--- src/pdb_pkg.sv ---
// Package for the point projection depth buffer.
// Shared types, codes and the subsample reciprocal table; no dependencies.
package pdb_pkg;

  localparam int GW   = 11;  // grid coordinate width, holds up to 2047
  localparam int NW   = 14;  // sensor index width
  localparam int IDXW = 20;  // pixel address width carried through the queue
  localparam int RK   = 18;  // reciprocal scale shift
  localparam int MW   = 19;  // reciprocal width

  localparam logic [1:0] FN_INSERT = 2'd0;
  localparam logic [1:0] FN_CLEAR  = 2'd2;

  localparam logic [3:0] ST_STORED   = 4'd0;
  localparam logic [3:0] ST_NONFIN   = 4'd1;
  localparam logic [3:0] ST_RANGE    = 4'd2;
  localparam logic [3:0] ST_GROUND   = 4'd3;
  localparam logic [3:0] ST_BEHIND   = 4'd4;
  localparam logic [3:0] ST_OFFGRID  = 4'd5;
  localparam logic [3:0] ST_FARTHER  = 4'd6;
  localparam logic [3:0] ST_READ     = 4'd7;
  localparam logic [3:0] ST_CLEARED  = 4'd8;

  localparam logic [2:0] CFG_MODE   = 3'd0;
  localparam logic [2:0] CFG_RMIN   = 3'd1;
  localparam logic [2:0] CFG_RMAX   = 3'd2;
  localparam logic [2:0] CFG_NORMAL = 3'd3;
  localparam logic [2:0] CFG_OFFSET = 3'd4;
  localparam logic [2:0] CFG_FLOOR  = 3'd5;
  localparam logic [2:0] CFG_SUBS   = 3'd6;

  typedef enum logic [1:0] {
    K_DIRECT = 2'd0,
    K_INSERT = 2'd1,
    K_READ   = 2'd2,
    K_CLEAR  = 2'd3
  } kind_t;

  typedef struct packed {
    logic [1:0]         mode;
    logic [15:0]        rmin;
    logic [15:0]        rmax;
    logic [47:0]        normal;
    logic signed [15:0] offset;
    logic signed [15:0] floor_mm;
    logic [3:0]         ds;
  } cfg_t;

  typedef struct packed {
    kind_t             kind;
    logic [3:0]        status;
    logic [IDXW-1:0]   addr;
    logic [47:0]       point;
    logic [31:0]       rsq;
  } work_t;

  // ceil(2^RK / ds); exact floor division for 14-bit numerators
  function automatic logic [MW-1:0] recip(input logic [3:0] ds);
    logic [MW-1:0] m;
    case (ds)
      4'd2:    m = 19'd131072;
      4'd3:    m = 19'd87382;
      4'd4:    m = 19'd65536;
      4'd5:    m = 19'd52429;
      4'd6:    m = 19'd43691;
      4'd7:    m = 19'd37450;
      4'd8:    m = 19'd32768;
      4'd9:    m = 19'd29128;
      4'd10:   m = 19'd26215;
      4'd11:   m = 19'd23832;
      4'd12:   m = 19'd21846;
      4'd13:   m = 19'd20165;
      4'd14:   m = 19'd18725;
      4'd15:   m = 19'd17477;
      default: m = 19'd262144;
    endcase
    return m;
  endfunction

endpackage

--- src/pdb_queue.sv ---
// Two-entry work queue between the front end and the pixel store back end.
// Depends on pdb_pkg.
module pdb_queue (
  input  logic           clk,
  input  logic           rst_n,
  input  logic           push,
  input  pdb_pkg::work_t push_data,
  input  logic           pop,
  output pdb_pkg::work_t head,
  output logic           full,
  output logic           empty
);
  import pdb_pkg::*;

  work_t      ent_r [2];
  logic       wp_r, rp_r;
  logic [1:0] cnt_r;

  assign head  = ent_r[rp_r];
  assign full  = cnt_r == 2'd2;
  assign empty = cnt_r == 2'd0;

  always_ff @(posedge clk) begin
    if (!rst_n) begin
      wp_r  <= 1'b0;
      rp_r  <= 1'b0;
      cnt_r <= 2'd0;
    end else begin
      if (push) wp_r <= !wp_r;
      if (pop) rp_r <= !rp_r;
      if (push && !pop) begin
        cnt_r <= cnt_r + 2'd1;
      end else if (pop && !push) begin
        cnt_r <= cnt_r - 2'd1;
      end
    end
  end

  always_ff @(posedge clk) begin
    if (push) ent_r[wp_r] <= push_data;
  end

endmodule

--- config.mk ---
export PLATFORM = sky130hd
export DESIGN_NAME = pdb_queue
export DESIGN_NICKNAME = d
export VERILOG_FILES = /design/src/pdb_pkg.sv /design/src/pdb_queue.sv
export SDC_FILE = /design/constraint.sdc
export NUM_CORES = 1
export LEC_CHECK = 0
export BUFFER_PORTS_ARGS = -buffer_cell sky130_fd_sc_hd__buf_2
export CELL_PAD_IN_SITES_DETAIL_PLACEMENT = 0
export CELL_PAD_IN_SITES_GLOBAL_PLACEMENT = 1
export CORE_MARGIN = 1
export CORE_UTILIZATION = 46
export CTS_BUF_LIST = sky130_fd_sc_hd__clkbuf_4 sky130_fd_sc_hd__clkbuf_8
export CTS_CLUSTER_DIAMETER = 80
export CTS_CLUSTER_SIZE = 12
export DETAILED_ROUTE_END_ITERATION = 6
export HOLD_SLACK_MARGIN = 0.03
export PLACE_DENSITY_LB_ADDON = 0.1
export SLEW_MARGIN = 20
export SYNTH_ARGS = -nofsm -noshare
export SYNTH_HDL_FRONTEND = slang
export SYNTH_SLANG_ARGS = --single-unit
--- constraint.sdc ---
create_clock -name clk -period 7 [get_ports clk]
set_input_delay 0.7 -clock clk [delete_from_list [all_inputs] [get_ports clk]]
set_output_delay 0.7 -clock clk [all_outputs]
set_load 0.1 [all_outputs]
==> flow_metrics.env <==
export IMPL_seq_area_frac_synth=0.806
export IMPL_fin_nets=695
export IMPL_synth_ff_type="edfxtp_1"
export IMPL_die_area_um2=18000
export IMPL_tns_ps=0
export IMPL_crit_chain="buf_4, mux2_2, buf_2"
export IMPL_finalHoldViolCount=0
export IMPL_gp_congestion=0.706
export IMPL_crit_path_top_delay_cell="dfxtp_4"
export IMPL_cts_resized=0
export IMPL_ys_warn_count=0
export IMPL_grt_setup_unrepaired="false"
export IMPL_clkTransAtPathRegs_ps=80
export IMPL_pre_cts_slack_ps=3800
export IMPL_io_buffers=217
export IMPL_hp_class="in -> reg"
export IMPL_p_leak_nw=3.72
export IMPL_path_class="reg -> out"
export IMPL_cts_path_max_buffers=3
export IMPL_crit_required_ps=6300
export IMPL_slew_headroom=0.285
export IMPL_insertion_delay_ps=510
export IMPL_synth_seq_cells=217
export IMPL_async_flop_share=0
export IMPL_startpoint_type="flip-flop"
export IMPL_fp_row_count=47
export IMPL_antenna_found_initial=1
export IMPL_worst_pin_slew_ps=1070
export IMPL_drc=0
export IMPL_grt_pass1_vias=4161
export IMPL_syn_avg_cell_area_um2=22.8
export IMPL_drive_above_1_share=0.610
export IMPL_cts_setup_buffers=0
export IMPL_htreeDepth=1
export IMPL_numCtsBuffers=22
export IMPL_cts_hold_buf=0
export IMPL_hold_path_startpoint="push_data[19]"
export IMPL_synthTopCellsByCount="edfxtp_1 (212), mux2_2 (66), mux2_4 (40), buf_2 (6), buf_6 (6)"
export IMPL_cp_max_fo=56
export IMPL_ys_types=17
export IMPL_core_um2=16800
export IMPL_critPathMaxStageDelay_ps=860
export IMPL_viasPerCell=4.83
export IMPL_initial_utilization=0.477
export IMPL_grt_total_usage=0.158
export IMPL_synth_top_cell_by_area="edfxtp_1"
export IMPL_rrSetupSlack_ps=4590
export IMPL_rr_endpoint="ent_r[0][90]"
export IMPL_slew_violations=0
export IMPL_setup_ws_ps=3310
export IMPL_routed_wl_um=14300
export IMPL_root_buffer="clkbuf_8"
export IMPL_crit_buf_inv=2
export IMPL_dr_pass1_iters=4
export IMPL_min_period_over_period=0.527
export IMPL_final_antenna_net_count=0
export IMPL_timing_critical_path_max_delay_family="buffers and inverters"
export IMPL_yosys_area_top_type_share=0.793
export IMPL_final_core_util=0.578
export IMPL_cp_arrival_ps=2990
export IMPL_grt_max_degree=79
export IMPL_fmax_ghz=0.271
export IMPL_synthCells=352
export IMPL_power_mw=3.00
export IMPL_final_min_clock_period_ps=3690
export IMPL_ir_worst_vdd_mv=0.222
export IMPL_hold_path_end="ent_r[1][19]"
export IMPL_cts_tree="done"
export IMPL_reg2reg_depth=2
export IMPL_clock_skew_ps=18.6
export IMPL_die_x_um=134
export IMPL_netlist_area_um2=8020
export IMPL_regToRegStartpoint="wp_r"
export IMPL_pin_count=218
export IMPL_max_cap_violations=0
export IMPL_chipHeight_um=134
export IMPL_synth_most_common_cell="edfxtp_1"
export IMPL_synth_edf_count=212
export IMPL_setup_viol=0
export IMPL_status="completed"
export IMPL_syn_to_final_growth_pct=21.1
export IMPL_grt_pass1_wl_um=21800
export IMPL_hpwl_um=9330
export IMPL_vias=3930
export IMPL_whs_ps=376
export IMPL_yosys_top_cells_area="edfxtp_1 (79%), mux2_2 (9.3%), mux2_4 (7.5%)"
export IMPL_cts_sinks=217
export IMPL_hold_path_cell_count=1
export IMPL_endpoint_kind="output pin"
export IMPL_drt_initial_drc_count=235
export IMPL_gr_total_overflow=0
export IMPL_p_per_area_nw_per_um2=308
export IMPL_routedWlPerCell_um=17.5
export IMPL_syn_num_nets=463
==> kinds of logic after synthesis <==
kind of cell | share of synthesized area
fa+ha+maj | 0.00156
compound gates | 0.00250
mux | 0.167
simple gates | 0.00670
buf+inv | 0.0126
flops | 0.806
xor+xnor | 0.00328
==> layout by cell type (no fill, tap or decap), types with 2 or more instances in the layout <==
cell	instances
and2_1	3
buf_2	217
buf_4	3
clkbuf_4	8
clkbuf_8	23
dfxtp_1	4
diode_2	2
edfxtp_1	212
mux2_2	66
mux2_4	40
nor2b_1	2
xor2_1	2
==> routing by layer <==
| metal | vias up | share of wire | track usage |
|---|---|---|---|
| li1 | 1847 | - | - |
| met1 | 1911 | 0.40 | 0.193 |
| met5 | - | 0 | 0 |
| met2 | 147 | 0.49 | 0.264 |
| met4 | 0 | 0.023 | 0.0493 |
| met3 | 25 | 0.089 | 0.0563 |
==> flip-flops by register name, indices dropped and copies added (netlist names), named ones only <==
name / count
ent_r: 212
cnt_r: 2
rp_r: 1
wp_r: 1
==> worst reg2reg max path, cell delays in order (launching register included) <==
cell,delay [ps]
dfxtp_1,340
nor2b_4,690
buf_4,950
==> where the power goes <==
group / leakage, nW / internal [mW] / switching [mW]
logic: 1.48 / 0.148 / 0.583
registers: 2.03 / 1.50 / 0.0286
clock network: 0.208 / 0.345 / 0.391
total: 3.72 / 1.99 / 1.00
==> how the worst max path moves through the flow <==
stage	to	slack (ps)	cells after the start
floorplan	ent_r[0][0]	1080	1
global placement	head[24]	3820	3
detailed placement	head[24]	3800	3
CTS	head[24]	3230	3
global route	head[20]	3110	3
finish	head[24]	3310	3
==> metrics by stage <==
| step | cells | instance area (um2) |
|---|---|---|
| after CTS | 812 | 9710 |
| after detailed placement | 780 | 9320 |
| final | 814 | 9720 |
| after floorplan | 352 | 8020 |
| after global routing | 812 | 9710 |
| after global placement | 780 | 9320 |
==> area by class of cell <==
class,count,area [um2]
Antenna cell,2,5.00
Tap cell,220,275
Timing Repair Buffer,220,1110
Sequential cell,217,6470
Fill cell,1337,7100
Clock buffer,31,377
Inverter,1,3.75
Multi-Input combinational cell,122,1470
Clock inverter,1,11.3
Power figures use the tool's default switching activity.
